$ cat config.mk
export PLATFORM = sky130hd
export DESIGN_NAME = hufd_ctrl
export DESIGN_NICKNAME = d
export VERILOG_FILES = /design/src/design/hufd_pkg.sv /design/src/design/hufd_ctrl.sv
export SDC_FILE = /design/constraint.sdc
export NUM_CORES = 1
export LEC_CHECK = 0
export BUFFER_PORTS_ARGS = -buffer_cell sky130_fd_sc_hd__buf_2
export CAP_MARGIN = 30
export CORE_MARGIN = 2
export CORE_UTILIZATION = 45
export CTS_CLUSTER_DIAMETER = 50
export DETAILED_ROUTE_END_ITERATION = 10
export GPL_TIMING_DRIVEN = 0
export PLACE_DENSITY = 0.75
export REMOVE_ABC_BUFFERS = 1
export SLEW_MARGIN = 20
export SYNTH_ARGS = -nofsm -noshare
export SYNTH_HDL_FRONTEND = slang
export SYNTH_SLANG_ARGS = --single-unit
export TNS_END_PERCENT = 5
$ cat constraint.sdc
create_clock -name clk -period 1.7 [get_ports clk]
set_input_delay 0 -clock clk [delete_from_list [all_inputs] [get_ports clk]]
set_output_delay 0 -clock clk [all_outputs]
set_load 0.005 [all_outputs]
$ cat src/design/hufd_pkg.sv
// ----------------------------------------------------------------------------
// hufd_pkg: shared types for the Huffman tree decoder
// Channel words, item modes, decode phases and the controller/datapath links.
// ----------------------------------------------------------------------------
package hufd_pkg;

  // Width of the running symbol total.
  localparam int SUM_W = 40;

  // Item selector carried in the input word.
  typedef enum logic [1:0] {
    MODE_CLEAR = 2'd0,
    MODE_LOAD  = 2'd1,
    MODE_BUILD = 2'd2,
    MODE_DATA  = 2'd3
  } mode_t;

  // What the decoder currently holds.
  typedef enum logic [1:0] {
    PH_NONE   = 2'd0,
    PH_TREE   = 2'd1,
    PH_SINGLE = 2'd2
  } phase_t;

  // Input word.
  typedef struct packed {
    mode_t       mode;
    logic [7:0]  symbol;
    logic [31:0] count;
    logic [7:0]  code_byte;
  } in_word_t;

  // Output word.
  typedef struct packed {
    logic [7:0] decoded_symbol;
    logic       last_of_item;
    logic       last_of_stream;
  } out_word_t;

  // Commands from the controller to the datapath.
  typedef struct packed {
    logic clear;
    logic load;
    logic build_start;
    logic leaf_issue;
    logic leaf_done;
    logic merge_issue;
    logic last_issue;
    logic merge_w1;
    logic merge_w2;
    logic dec_start;
    logic walk_issue;
    logic walk_eval;
    logic single_emit;
    logic flush;
  } cmd_t;

  // Status from the datapath to the controller.
  typedef struct packed {
    phase_t phase;
    logic   rem_zero;
    logic   rem_one;
    logic   leaf_last;
    logic   merge_last;
    logic   n_zero;
    logic   n_one;
    logic   size_two;
    logic   bit_last;
    logic   node_leaf;
    logic   emit_ok;
    logic   out_free;
    logic   pend_vld;
  } sts_t;

endpackage

$ cat src/design/hufd_ctrl.sv
// ----------------------------------------------------------------------------
// hufd_ctrl: sequencing state machine of the Huffman decoder
// Accepts one input word at a time and steps the datapath through the table
// scan, the merge passes and the bit-by-bit tree walk.
// ----------------------------------------------------------------------------
module hufd_ctrl (
  input  logic            clk,
  input  logic            rst_n,
  input  logic            in_valid,
  input  hufd_pkg::mode_t in_mode,
  output logic            in_stall,
  input  hufd_pkg::sts_t  sts,
  output hufd_pkg::cmd_t  cmd
);

  typedef enum logic [12:0] {
    S_IDLE   = 13'b0000000000001,
    S_LSCAN  = 13'b0000000000010,
    S_LDRAIN = 13'b0000000000100,
    S_LDONE  = 13'b0000000001000,
    S_MSCAN  = 13'b0000000010000,
    S_MDRAIN = 13'b0000000100000,
    S_MLAST  = 13'b0000001000000,
    S_MWR1   = 13'b0000010000000,
    S_MWR2   = 13'b0000100000000,
    S_WALK   = 13'b0001000000000,
    S_WEVAL  = 13'b0010000000000,
    S_SINGLE = 13'b0100000000000,
    S_FLUSH  = 13'b1000000000000
  } state_t;

  state_t state_r;
  state_t state_nxt;

  assign in_stall = (state_r != S_IDLE);

  // Next state and commands.
  always_comb begin
    state_nxt = state_r;
    cmd       = '0;
    unique case (state_r)
      S_IDLE: begin
        if (in_valid) begin
          unique case (in_mode)
            hufd_pkg::MODE_CLEAR: cmd.clear = 1'b1;
            hufd_pkg::MODE_LOAD:  cmd.load  = 1'b1;
            hufd_pkg::MODE_BUILD: begin
              cmd.build_start = 1'b1;
              state_nxt       = S_LSCAN;
            end
            hufd_pkg::MODE_DATA: begin
              if (sts.phase != hufd_pkg::PH_NONE && !sts.rem_zero) begin
                cmd.dec_start = 1'b1;
                state_nxt = (sts.phase == hufd_pkg::PH_TREE) ? S_WALK : S_SINGLE;
              end
            end
          endcase
        end
      end
      S_LSCAN: begin
        cmd.leaf_issue = 1'b1;
        if (sts.leaf_last) begin
          state_nxt = S_LDRAIN;
        end
      end
      S_LDRAIN: state_nxt = S_LDONE;
      S_LDONE: begin
        cmd.leaf_done = 1'b1;
        state_nxt = (sts.n_zero || sts.n_one) ? S_IDLE : S_MSCAN;
      end
      S_MSCAN: begin
        cmd.merge_issue = 1'b1;
        if (sts.merge_last) begin
          state_nxt = S_MDRAIN;
        end
      end
      S_MDRAIN: state_nxt = S_MLAST;
      S_MLAST: begin
        cmd.last_issue = 1'b1;
        state_nxt      = S_MWR1;
      end
      S_MWR1: begin
        cmd.merge_w1 = 1'b1;
        state_nxt    = S_MWR2;
      end
      S_MWR2: begin
        cmd.merge_w2 = 1'b1;
        state_nxt    = sts.size_two ? S_IDLE : S_MSCAN;
      end
      S_WALK: begin
        cmd.walk_issue = 1'b1;
        state_nxt      = S_WEVAL;
      end
      S_WEVAL: begin
        // A leaf needs room for its word; an inner node never waits.
        if (!sts.node_leaf || sts.emit_ok) begin
          cmd.walk_eval = 1'b1;
          if (sts.bit_last || (sts.node_leaf && sts.rem_one)) begin
            state_nxt = S_FLUSH;
          end else begin
            state_nxt = S_WALK;
          end
        end
      end
      S_SINGLE: begin
        if (sts.emit_ok) begin
          cmd.single_emit = 1'b1;
          if (sts.bit_last || sts.rem_one) begin
            state_nxt = S_FLUSH;
          end
        end
      end
      S_FLUSH: begin
        if (!sts.pend_vld) begin
          state_nxt = S_IDLE;
        end else if (sts.out_free) begin
          cmd.flush = 1'b1;
          state_nxt = S_IDLE;
        end
      end
      default: state_nxt = S_IDLE;
    endcase
  end

  // State register.
  always_ff @(posedge clk) begin
    if (!rst_n) begin
      state_r <= S_IDLE;
    end else begin
      state_r <= state_nxt;
    end
  end

endmodule

-- Word-level counts from Yosys, hierarchy flattened
Cells that the tools add are included.
- flip-flop bits (word level): 13
- input port bits: 19
- equal/unequal tests: 27
- reductions and logical operators: 11
- mux-type cells: 38
- operators with widths (kind ; number):
    $pmux 13 s13 ; 1
    $mux 13 ; 10
    $pmux 13 s2 ; 1
    $mux 1 ; 21
    $eq 13x1->1 const B ; 1
    $eq 13x10->1 const B ; 1
    $eq 13x11->1 const B ; 1
    $eq 13x12->1 const B ; 1
    $eq 13x13->1 const B ; 1
    $eq 13x2->1 const B ; 1
    $eq 13x3->1 const B ; 1
    $eq 13x4->1 const B ; 1
    $eq 13x5->1 const B ; 1
    $eq 13x6->1 const B ; 1
    $eq 13x7->1 const B ; 1
    $eq 13x8->1 const B ; 1
    $eq 13x9->1 const B ; 1
    $ne 13x1->1 const B ; 1
    $mux 12 ; 1
    $ne 2x2->1 const B ; 6
    $mux 5 ; 2
    $reduce_and 9->1 ; 1
    $mux 3 ; 2
    $ne 3x3->1 const B ; 2
    8 further kinds ; 15

-- Longest topological paths before layout
Gate-level depths: netlist of run 1.
- depth after elaboration: 6
- mapped depth: 6
- mapped depth without buffers: 5

-- Worst setup path before layout of run 1
OpenSTA, ideal clock, no wires.
- path type: reg2reg
- start: reg state_r[6]
- end: reg state_r[0]
- setup time: 134 ps
- required time: 1566 ps
- cell stages (with the launch flop): 7
- period minus slack after synthesis: 1659 ps
- data arrival time: 1525 ps
- slack: 41 ps
- cell sequence: dfxtp_1 -> buf_2 -> nor4_4 -> nand3_2 -> or3_1 -> a31oi_1 -> o221ai_1
- longest elaborated chain between the ends: 3
- elaborated cells on any way between the ends: 24
- ends and longest elaborated chain (item ; RTL line ; text):
    start: declaration ; hufd_ctrl.sv:32 ; state_t state_r;
    start signal: assignment ; hufd_ctrl.sv:130 ; state_r <= state_nxt;
    $eq 13x1->1, or another cell as far along ; hufd_ctrl.sv:41 ; unique case (state_r)
    $ne 3x1->1 (no line), or another cell as far along ; n/a ;
    $reduce_and 9->1 (no line) ; n/a ;
Parallel ways exist; a longest one is shown, timed or not.
A chain may end at the register's enable or synchronous reset.

==> flow_metrics.py, run 1 <==
metrics = {
    "worst_setup_path": {
        "crit_fanout": 7,
        "path_cells": "nor4_4 -> buf_4 -> and3_4 -> nand3_4 -> nor3b_2 -> buf_2",
        "cp.arrival_ps": 1730,
        "end_kind": "output port",
        "worst-endpoint-required_ps": 1700,
        "critPathMaxStageDelay_ps": 350,
        "critPathLaunchType": "flip-flop",
        "criticalPathCategory": "flip-flop to output port",
        "worst_path_max_delay_cell": "dfxtp_4",
    },
    "global_route": {
        "overflow": 0,
        "grt.met1_usage_pct": 27.9,
        "grt_pass1_vias": 1162,
        "grt_max_degree": 10,
        "use_met2_pct": 40.0,
        "grtUsageMet3_pct": 7.06,
        "grt_busiest_layer": "met2",
        "globalRouteTotalUtil_pct": 23.8,
        "antenna_found_initial": 0,
        "grt_first_pass_wirelength_um": 4950,
    },
    "hold_path": {
        "hold_path_class": "input pin to flip-flop",
    },
    "route": {
        "postRouteAntennaNets": 0,
        "post_drt_via_cell_ratio": 5.79,
        "wl_per_cell_um": 14.5,
        "via_count": 1269,
        "dr.pass1.iters": 4,
        "drt-total-wl_um": 3170,
        "drt_iter0_markers": 46,
        "drc": 0,
    },
    "finish": {
        "regMostFlops": "state_r",
        "fillers": 190,
        "final_cell_area_um2": 1560,
        "fin_nets": 211,
        "drive_above_1_share_pct": 48.2,
        "antenna_cells": 0,
        "largest_reg_flops": 13,
        "top_regs": "state_r (13)",
        "final_util_pct": 69.7,
        "areaGrowthSynthToFinish_pct": 44.3,
    },
    "placement": {
        "place_congestion": 0.855,
        "port-buffer-count": 33,
        "place_area_um2": 1240,
        "place_hpwl_um": 2120,
        "place_ws_ps": -197,
    },
    "power_and_ir_drop": {
        "leakagePower_uw": 0.000684,
        "power_density_nw_per_um2": 467,
        "vdd_ir_drop_max_uv": 454,
    },
    "flow_run": {
        "drv_cap": 0,
    },
    "floorplan": {
        "ioPinCount": 34,
        "num_rows": 17,
        "die_x_um": 53.0,
        "fp.dieArea_um2": 2800,
        "start_util_pct": 48.3,
        "core_area_um2": 2230,
        "die_y_um": 53.0,
    },
    "synth": {
        "ys_seq_area_share_pct": 24.1,
        "synth-seq-cells": 13,
        "ys.flop_type": "dfxtp_1",
        "netlist_area_um2": 1080,
        "synth_warnings": 0,
        "avgSynthCellArea_um2": 7.49,
        "synth_cells": 144,
        "synth_edf_count": 0,
        "async_reset_ff_share_pct": 0,
        "ys_types": 48,
    },
    "sta": {
        "hold_viol": 0,
        "worst_slew_pin_slew_ps": 516,
        "maxSlewHeadroom_pct": 65.3,
        "min_period_ps": 1730,
        "slew_violations": 0,
        "grt_setup_unrepaired": "true",
        "finalCritPeriodShare_pct": 102,
        "finalWorstSetupSlack_ps": -34.1,
        "finalSetupViolCount": 8,
        "fmax_ghz": 0.577,
        "skew_ps": 2.15,
    },
    "clock_network": {
        "cts_made_buffers": 3,
        "cts.sinks": 13,
        "clkTransAtPathRegs_ps": 80,
        "cts_buffer_depth": 2,
        "cts_tree": "built",
        "clk-insertion-delay-late_ps": 270,
        "h-tree-depth": 1,
        "cts_root_buffer": "clkbuf_4",
    },
    "status": {
        "failed_checks": "negative setup slack",
        "status": "complete, but fails checks",
    },
}
-- final timing paths --
path / endpoint / slack [ps] / startpoint / depth (start not counted)
worst max-delay path: cmd[11] / -30 / state_r[4] / 6
worst min-delay path: state_r[1] / 40 / sts[9] / 3
worst max register to register: state_r[0] / -30 / state_r[4] / 6
worst min register to register: state_r[8] / 510 / state_r[6] / 1
-- logic make-up after synthesis --
kind of cell    after synthesis  share of synthesized area (%)
compound gates               24                           15.1
xor+xnor                      4                           3.25
buf+inv                      14                           5.80
flops                        13                           24.1
simple gates                 89                           51.7
-- report_power, final --
group	internal (µW)	switching, µW	total (µW)	leakage, µW
combinational	107	118	224	0.000556
clock	90.9	99.2	190	0.0000150
sequential	300	12.7	313	0.000113
total	497	229	727	0.000684
-- worst max-delay path, delay by kind of cell (launching register included) --
family,cells,cell delay (ps)
simple gates,4,770
flops,1,350
buf+inv,2,330
-- layer usage --
layer  routed length [µm]  up-vias  share of wire [%]
met1                 1270      584                 40
met2                 1650       50                 52
met3                  201        6                6.3
li1                     -      629                  -
met4                   45        0                1.4
met5                    0        -                  0
-- cell usage after synthesis, drive strengths merged, types with 2 or more instances --
master	instances	area share, %
buf	6	2.8
a31oi	2	1.2
o21ai	7	3.2
nor4b	5	4.1
nand3	6	3.2
nor3b	5	3.9
a21oi	3	1.4
and2	3	1.9
xor2	3	2.4
or3	3	1.7
nand2b	4	2.3
dfxtp	13	24
and4	2	1.6
nor2b	3	1.7
nand4	5	2.9
clkbuf	2	0.93
nand2	8	2.8
nor3	12	6.0
nor2	17	5.9
and3	4	2.4
nand3b	2	1.4
inv	6	2.1
nor4	6	6.8
or2	2	1.2
-- per-stage QoR --
| step | power, µW | instances | setup TNS (ps) | hold WS, ps |
|---|---|---|---|---|
| global route | 781 | 219 | -1700 | 56.8 |
| CTS | 713 | 210 | -80.5 | 20.6 |
| detailed placement | 493 | 197 | -1370 | 273 |
| finish | 727 | 219 | -139 | 43.4 |
| global placement | 488 | 197 | -1110 | 265 |
| floorplan | 429 | 136 | 0 | 27.8 |
-- cell usage in the layout (no fill, tap or decap), drive strengths merged, types with 5 or more instances in the layout --
cell / instances
nand2: 8
nor3: 12
nor2: 17
nor4: 6
nor3b: 5
nand3: 6
o21ai: 7
dfxtp: 13
nand4: 5
inv: 6
nor4b: 5
buf: 50
-- repair_timing --
item                                    in CTS  in global routing
pin swaps                                    7                  8
endpoints found under the setup margin      25                 22
hold buffers                                 1                  0
endpoints found under the hold margin        1                  0
resized for setup                           24                 19
setup buffers                                8                  9
-- final cells by class --
| cell class | instances | area, µm² | share of cell area, % |
|---|---|---|---|
| multi-input combinational | 117 | 871 | 55.9 |
| timing repair buffer | 51 | 307 | 19.7 |
| sequential | 13 | 295 | 19.0 |
| tap | 28 | 35.0 | 2.25 |
| clock buffer | 4 | 26.3 | 1.69 |
| inverter | 6 | 22.5 | 1.45 |
Note: power is estimated with default switching activity, not from simulation.
==> inputs of run 2 (changes only) <==
==> constraint.sdc (replaced) <==
create_clock -name clk -period 1.7 [get_ports clk]
set_input_delay 0 -clock clk [delete_from_list [all_inputs] [get_ports clk]]
set_output_delay 0 -clock clk [all_outputs]
set_load 0.01 [all_outputs]
==> run 2 against run 1 <==
Effect of this change: the run still ends with negative setup slack left; routed wire length fell by 1.6%; fmax is 2.3% lower; cell area fell by 5.0%; sequential power grew 3%; global-route usage up 0.37 points; non-clock buffer count fell by 7; worst setup slack lost 40 ps; die area stayed put; register-to-register slack worse by 40 ps; clock power hardly changed; cell count is 3.2% lower; combinational power barely moved; critical path type is now flip-flop to flip-flop; highest routed layer unchanged.
==> flow_metrics.py, run 2 (synthesized netlist as in run 1, its figures left out) <==
metrics = {
    "status": {
        "status": "complete, but fails checks",
        "failed_checks": "negative setup slack",
    },
    "clock_network": {
        "clk-insertion-delay-late_ps": 270,
        "cts_made_buffers": 3,
        "cts_root_buffer": "clkbuf_4",
        "cts_tree": "built",
        "cts.sinks": 13,
        "clkTransAtPathRegs_ps": 80,
        "h-tree-depth": 1,
        "cts_buffer_depth": 2,
    },
    "placement": {
        "place_hpwl_um": 2120,
        "place_congestion": 0.855,
        "port-buffer-count": 33,
        "place_area_um2": 1240,
    },
    "worst_setup_path": {
        "cp.arrival_ps": 1930,
        "path_common_cell": "buf_4",
        "critPathMaxStageDelay_ps": 390,
        "criticalPathCategory": "flip-flop to flip-flop",
        "crit_fanout": 8,
        "path_cells": "nor4_4 -> buf_4 -> buf_4 -> nand3_2 -> or3_1 -> nand4_1 -> o221ai_1",
        "worst-endpoint-required_ps": 1850,
        "crit_family": "simple AND/OR/NAND/NOR gates",
        "worst_path_max_delay_cell": "dfxtp_4",
        "cp_num_buf_inv": 2,
        "end_kind": "flip-flop",
        "critPathLaunchType": "flip-flop",
    },
    "finish": {
        "regMostFlops": "state_r",
        "areaGrowthSynthToFinish_pct": 37.1,
        "drive_above_1_share_pct": 44.0,
        "mostFrequentLayoutCells": "buf_2, nor2_1, buf_4",
        "final_common_cell": "buf_2",
        "fin_nets": 204,
        "largest_reg_flops": 13,
        "antenna_cells": 0,
        "final_cell_area_um2": 1480,
        "top_regs": "state_r (13)",
    },
    "global_route": {
        "grt_max_degree": 10,
        "grt_first_pass_wirelength_um": 5020,
        "overflow": 0,
        "antenna_found_initial": 0,
        "grt_pass1_vias": 1159,
        "globalRouteTotalUtil_pct": 24.1,
    },
    "power_and_ir_drop": {
        "vdd_ir_drop_max_uv": 455,
        "power_density_nw_per_um2": 495,
        "leakagePower_uw": 0.000636,
        "totalPowerFinal_uw": 732,
    },
    "route": {
        "drt_iter0_markers": 39,
        "wl_per_cell_um": 14.7,
        "dr.pass1.iters": 4,
        "drc": 0,
        "post_drt_via_cell_ratio": 5.91,
        "via_count": 1252,
        "drt-total-wl_um": 3120,
        "postRouteAntennaNets": 0,
    },
    "sta": {
        "min_period_ps": 1770,
        "hold_viol": 0,
        "finalWorstSetupSlack_ps": -74.4,
        "skew_ps": 1.53,
        "fmax_ghz": 0.564,
        "finalSetupViolCount": 11,
        "holdWs_ps": 7.45,
        "slew_violations": 0,
        "fin_setup_tns_ps": -307,
        "maxSlewHeadroom_pct": 75.8,
        "finalCritPeriodShare_pct": 104,
        "worst_slew_pin_slew_ps": 358,
        "grt_setup_unrepaired": "true",
    },
    "floorplan": {
        "start_util_pct": 48.3,
        "num_rows": 17,
        "die_x_um": 53.0,
        "core_area_um2": 2230,
        "die_y_um": 53.0,
        "ioPinCount": 34,
        "fp.dieArea_um2": 2800,
    },
    "hold_path": {
        "hold_path_class": "input pin to flip-flop",
    },
    "flow_run": {
        "drv_cap": 0,
    },
}
run 2: layer usage:
metal,vias up,part of all wire (%),global-route usage (%)
met5,-,0,0
met4,0,1.2,8.12
met3,4,5.9,6.21
met2,45,52,42.3
met1,583,41,28.3
li1,620,-,-
run 2: timing repair:
item                                    4_1_cts  5_1_grt
resized for setup                            21       16
endpoints found under the setup margin       25       27
hold endpoints to repair                      1        0
buffers inserted                              8        2
pin swaps                                     8        6
hold buffers                                  1        0
run 2: layout make-up:
| class | count | area [µm²] |
|---|---|---|
| flip-flops and latches | 13 | 284 |
| clock buffers | 4 | 26.3 |
| fillers | 199 | 754 |
| repair buffers | 44 | 250 |
| well taps | 28 | 35.0 |
| multi-input cells | 117 | 861 |
| inverters | 6 | 22.5 |
run 2: worst reg2reg max path, cell delays in order (launching register included):
cell and delay, ps:
dfxtp_4 390, nor4_4 250, buf_4 180, buf_4 130, nand3_2 110, or3_1 390, nand4_1 90, o221ai_1 110
run 2: through the flow:
stage / util (%) / setup WS, ps / cells
floorplan: - / 48.7 / 136
global placement: 55.5 / -155 / 197
detailed placement: 55.5 / -197 / 197
CTS: 63.1 / -70.4 / 210
global route: 66.2 / -179 / 212
finish: 66.2 / -74.4 / 212
run 2: power breakdown:
| group | internal [µW] | switching (µW) | leakage [µW] |
|---|---|---|---|
| sequential | 306 | 15.5 | 0.000111 |
| clock | 90.9 | 98.7 | 0.0000150 |
| combinational | 104 | 117 | 0.000510 |
| total | 501 | 231 | 0.000636 |
run 2: path summary, 6_finish.rpt:
check	cells after the start	start	slack [ps]	to
worst max register to register	7	state_r[2]	-70	state_r[0]
worst min register to register	1	state_r[4]	520	state_r[6]
worst max-delay path	7	state_r[2]	-70	state_r[0]
worst min-delay path	2	rst_n	7	state_r[1]
==> inputs of run 3 (changes only) <==
BUFFER_PORTS_ARGS = not set   (was -buffer_cell sky130_fd_sc_hd__buf_2)
CORE_UTILIZATION = 51   (was 45)
DONT_BUFFER_PORTS = 1   (was not set)
PLACE_DENSITY = 0.69   (was 0.75)
clock period = 1.5 ns   (was 1.7 ns; I/O delays follow)
==> run 3 against run 2 <==
Effect of this change: the run still ends with negative setup slack left; register-to-register slack got worse by 200 ps; die area is 11% lower; core utilization is 7.8 points higher; cell area is 0.76% lower; hold slack better by 9.0 ps; non-clock buffer count decreased by 25; worst setup slack worse by 200 ps; sequential share of layout area rose by 0.74 points.
==> flow_metrics.py, run 3 (synthesized netlist as in run 1, its figures left out) <==
metrics = {
    "clock_network": {
        "cts_made_buffers": 3,
        "clk-insertion-delay-late_ps": 290,
        "cts.sinks": 13,
        "h-tree-depth": 1,
        "cts_tree": "built",
        "cts_root_buffer": "clkbuf_4",
        "cts_buffer_depth": 2,
        "clkTransAtPathRegs_ps": 90,
    },
    "worst_setup_path": {
        "criticalPathCategory": "flip-flop to flip-flop",
        "r2r_slack_ps": -270,
        "critPathLaunchType": "flip-flop",
        "r2r-end": "state_r[0]",
        "cp.arrival_ps": 1920,
        "end_kind": "flip-flop",
        "worst-endpoint-required_ps": 1650,
        "r2r_cells": 6,
        "r2r-start": "state_r[2]",
        "crit_fanout": 8,
    },
    "status": {
        "status": "complete, but fails checks",
        "failed_checks": "negative setup slack",
    },
    "power_and_ir_drop": {
        "power_density_nw_per_um2": 577,
        "p_clk_share_pct": 27.0,
        "seq_power_share_pct": 42.2,
        "pwr-share-comb_pct": 30.8,
        "p_sw_share_pct": 33.0,
        "intPower_uw": 567,
        "vdd_ir_drop_max_uv": 503,
        "leakagePower_uw": 0.000529,
        "power.switching_uw": 280,
    },
    "placement": {
        "place_ws_ps": -464,
        "place_hpwl_um": 1960,
        "port-buffer-count": 0,
        "place_congestion": 0.827,
    },
    "finish": {
        "final_common_cell": "nor2_1",
        "largest_reg_flops": 13,
        "areaGrowthSynthToFinish_pct": 36.1,
        "drive_above_1_share_pct": 35.2,
        "fin_nets": 179,
        "mostFrequentLayoutCells": "nor2_1, dlygate4sd3_1, nor3_1, buf_4, dfxtp_4",
        "antenna_cells": 0,
        "top_regs": "state_r (13)",
        "regMostFlops": "state_r",
        "fillers": 139,
    },
    "global_route": {
        "grt_pass1_vias": 1139,
        "antenna_found_initial": 0,
        "overflow": 0,
        "grt_first_pass_wirelength_um": 5060,
        "globalRouteTotalUtil_pct": 26.4,
        "grt_max_degree": 10,
    },
    "floorplan": {
        "num_rows": 16,
        "start_util_pct": 54.4,
        "die_x_um": 50.0,
        "fp.dieArea_um2": 2500,
        "ioPinCount": 34,
        "core_area_um2": 1980,
        "die_y_um": 50.0,
    },
    "route": {
        "postRouteAntennaNets": 0,
        "via_count": 1200,
        "wl_per_cell_um": 17.3,
        "drt-total-wl_um": 3210,
        "drt_iter0_markers": 45,
        "drc": 0,
        "post_drt_via_cell_ratio": 6.45,
        "dr.pass1.iters": 4,
    },
    "hold_path": {
        "hold_end": "state_r[12]",
        "hold_path_class": "input pin to flip-flop",
        "min-delay-start": "sts[1]",
        "hold-path-cell-count": 3,
    },
    "sta": {
        "grt_setup_unrepaired": "true",
        "finalCritPeriodShare_pct": 118,
        "finalWorstSetupSlack_ps": -273,
        "skew_ps": 6.06,
        "fin_setup_tns_ps": -3610,
        "maxSlewHeadroom_pct": 72.7,
        "fmax_ghz": 0.564,
        "hold_viol": 0,
        "min_period_ps": 1770,
        "worst_slew_pin_slew_ps": 404,
        "finalSetupViolCount": 25,
        "slew_violations": 0,
    },
    "flow_run": {
        "drv_cap": 0,
    },
}
-- run 3: power groups by stage --
| stage | Combinational [µW] | Clock (µW) | Sequential, µW |
|---|---|---|---|
| final | 261 | 229 | 357 |
| after global routing | 276 | 259 | 359 |
| after CTS | 239 | 229 | 361 |
| after detailed placement | 147 | 0 | 373 |
| after global placement | 144 | 0 | 373 |
| after floorplan | 120 | 0 | 370 |
-- run 3: through the flow --
stage / util [%] / instances / power (µW) / cell area [µm²] / hold WS, ps
global placement: 54.1 / 163 / 517 / 1070 / 41.4
detailed placement: 54.1 / 163 / 521 / 1070 / 41.3
finish: 74.1 / 186 / 847 / 1470 / 16.5
floorplan: - / 136 / 491 / 1040 / 37.2
global route: 74.1 / 186 / 894 / 1470 / 16.1
CTS: 71.6 / 184 / 829 / 1420 / 12.8
-- run 3: metal layers --
metal | wire [µm] | vias to the layer above | track usage, %
li1 | - | 568 | -
met1 | 1280 | 557 | 31.5
met2 | 1580 | 65 | 44.3
met3 | 286 | 10 | 6.36
met4 | 63 | 0 | 12.0
met5 | 0 | - | 0
-- run 3: final cells by class --
cell class	instances	area, µm²	area share [%]
flip-flops and latches	13	293	19.9
inverters	6	22.5	1.53
well taps	27	33.8	2.30
repair buffers	19	171	11.7
multi-input cells	117	921	62.7
clock buffers	4	26.3	1.79
-- run 3: worst max-delay path, cell delays in order (launching register included) --
cell and delay, ps:
dfxtp_4 390, nor4_4 260, buf_4 190, and2_2 210, o311ai_0 180, a31oi_1 260, o221ai_1 150
-- run 3: worst max path at each step --
stage	start	end	slack (ps)	cells past startpoint
4_1_cts	state_r[7]	cmd[11]	-190	5
6_report	state_r[2]	state_r[0]	-270	6
2_1_floorplan	state_r[4]	state_r[0]	-150	5
3_3_place_gp	state_r[4]	state_r[0]	-350	5
3_5_place_dp	state_r[0]	state_r[11]	-460	5
5_1_grt	state_r[2]	state_r[0]	-370	6
-- run 3: timing repair --
action	4_1_cts	5_1_grt
hold buffers	10	0
buffers inserted	7	2
endpoints found under the hold margin	8	0
resized for setup	47	8
pin swaps	16	3
setup endpoints to repair	27	26
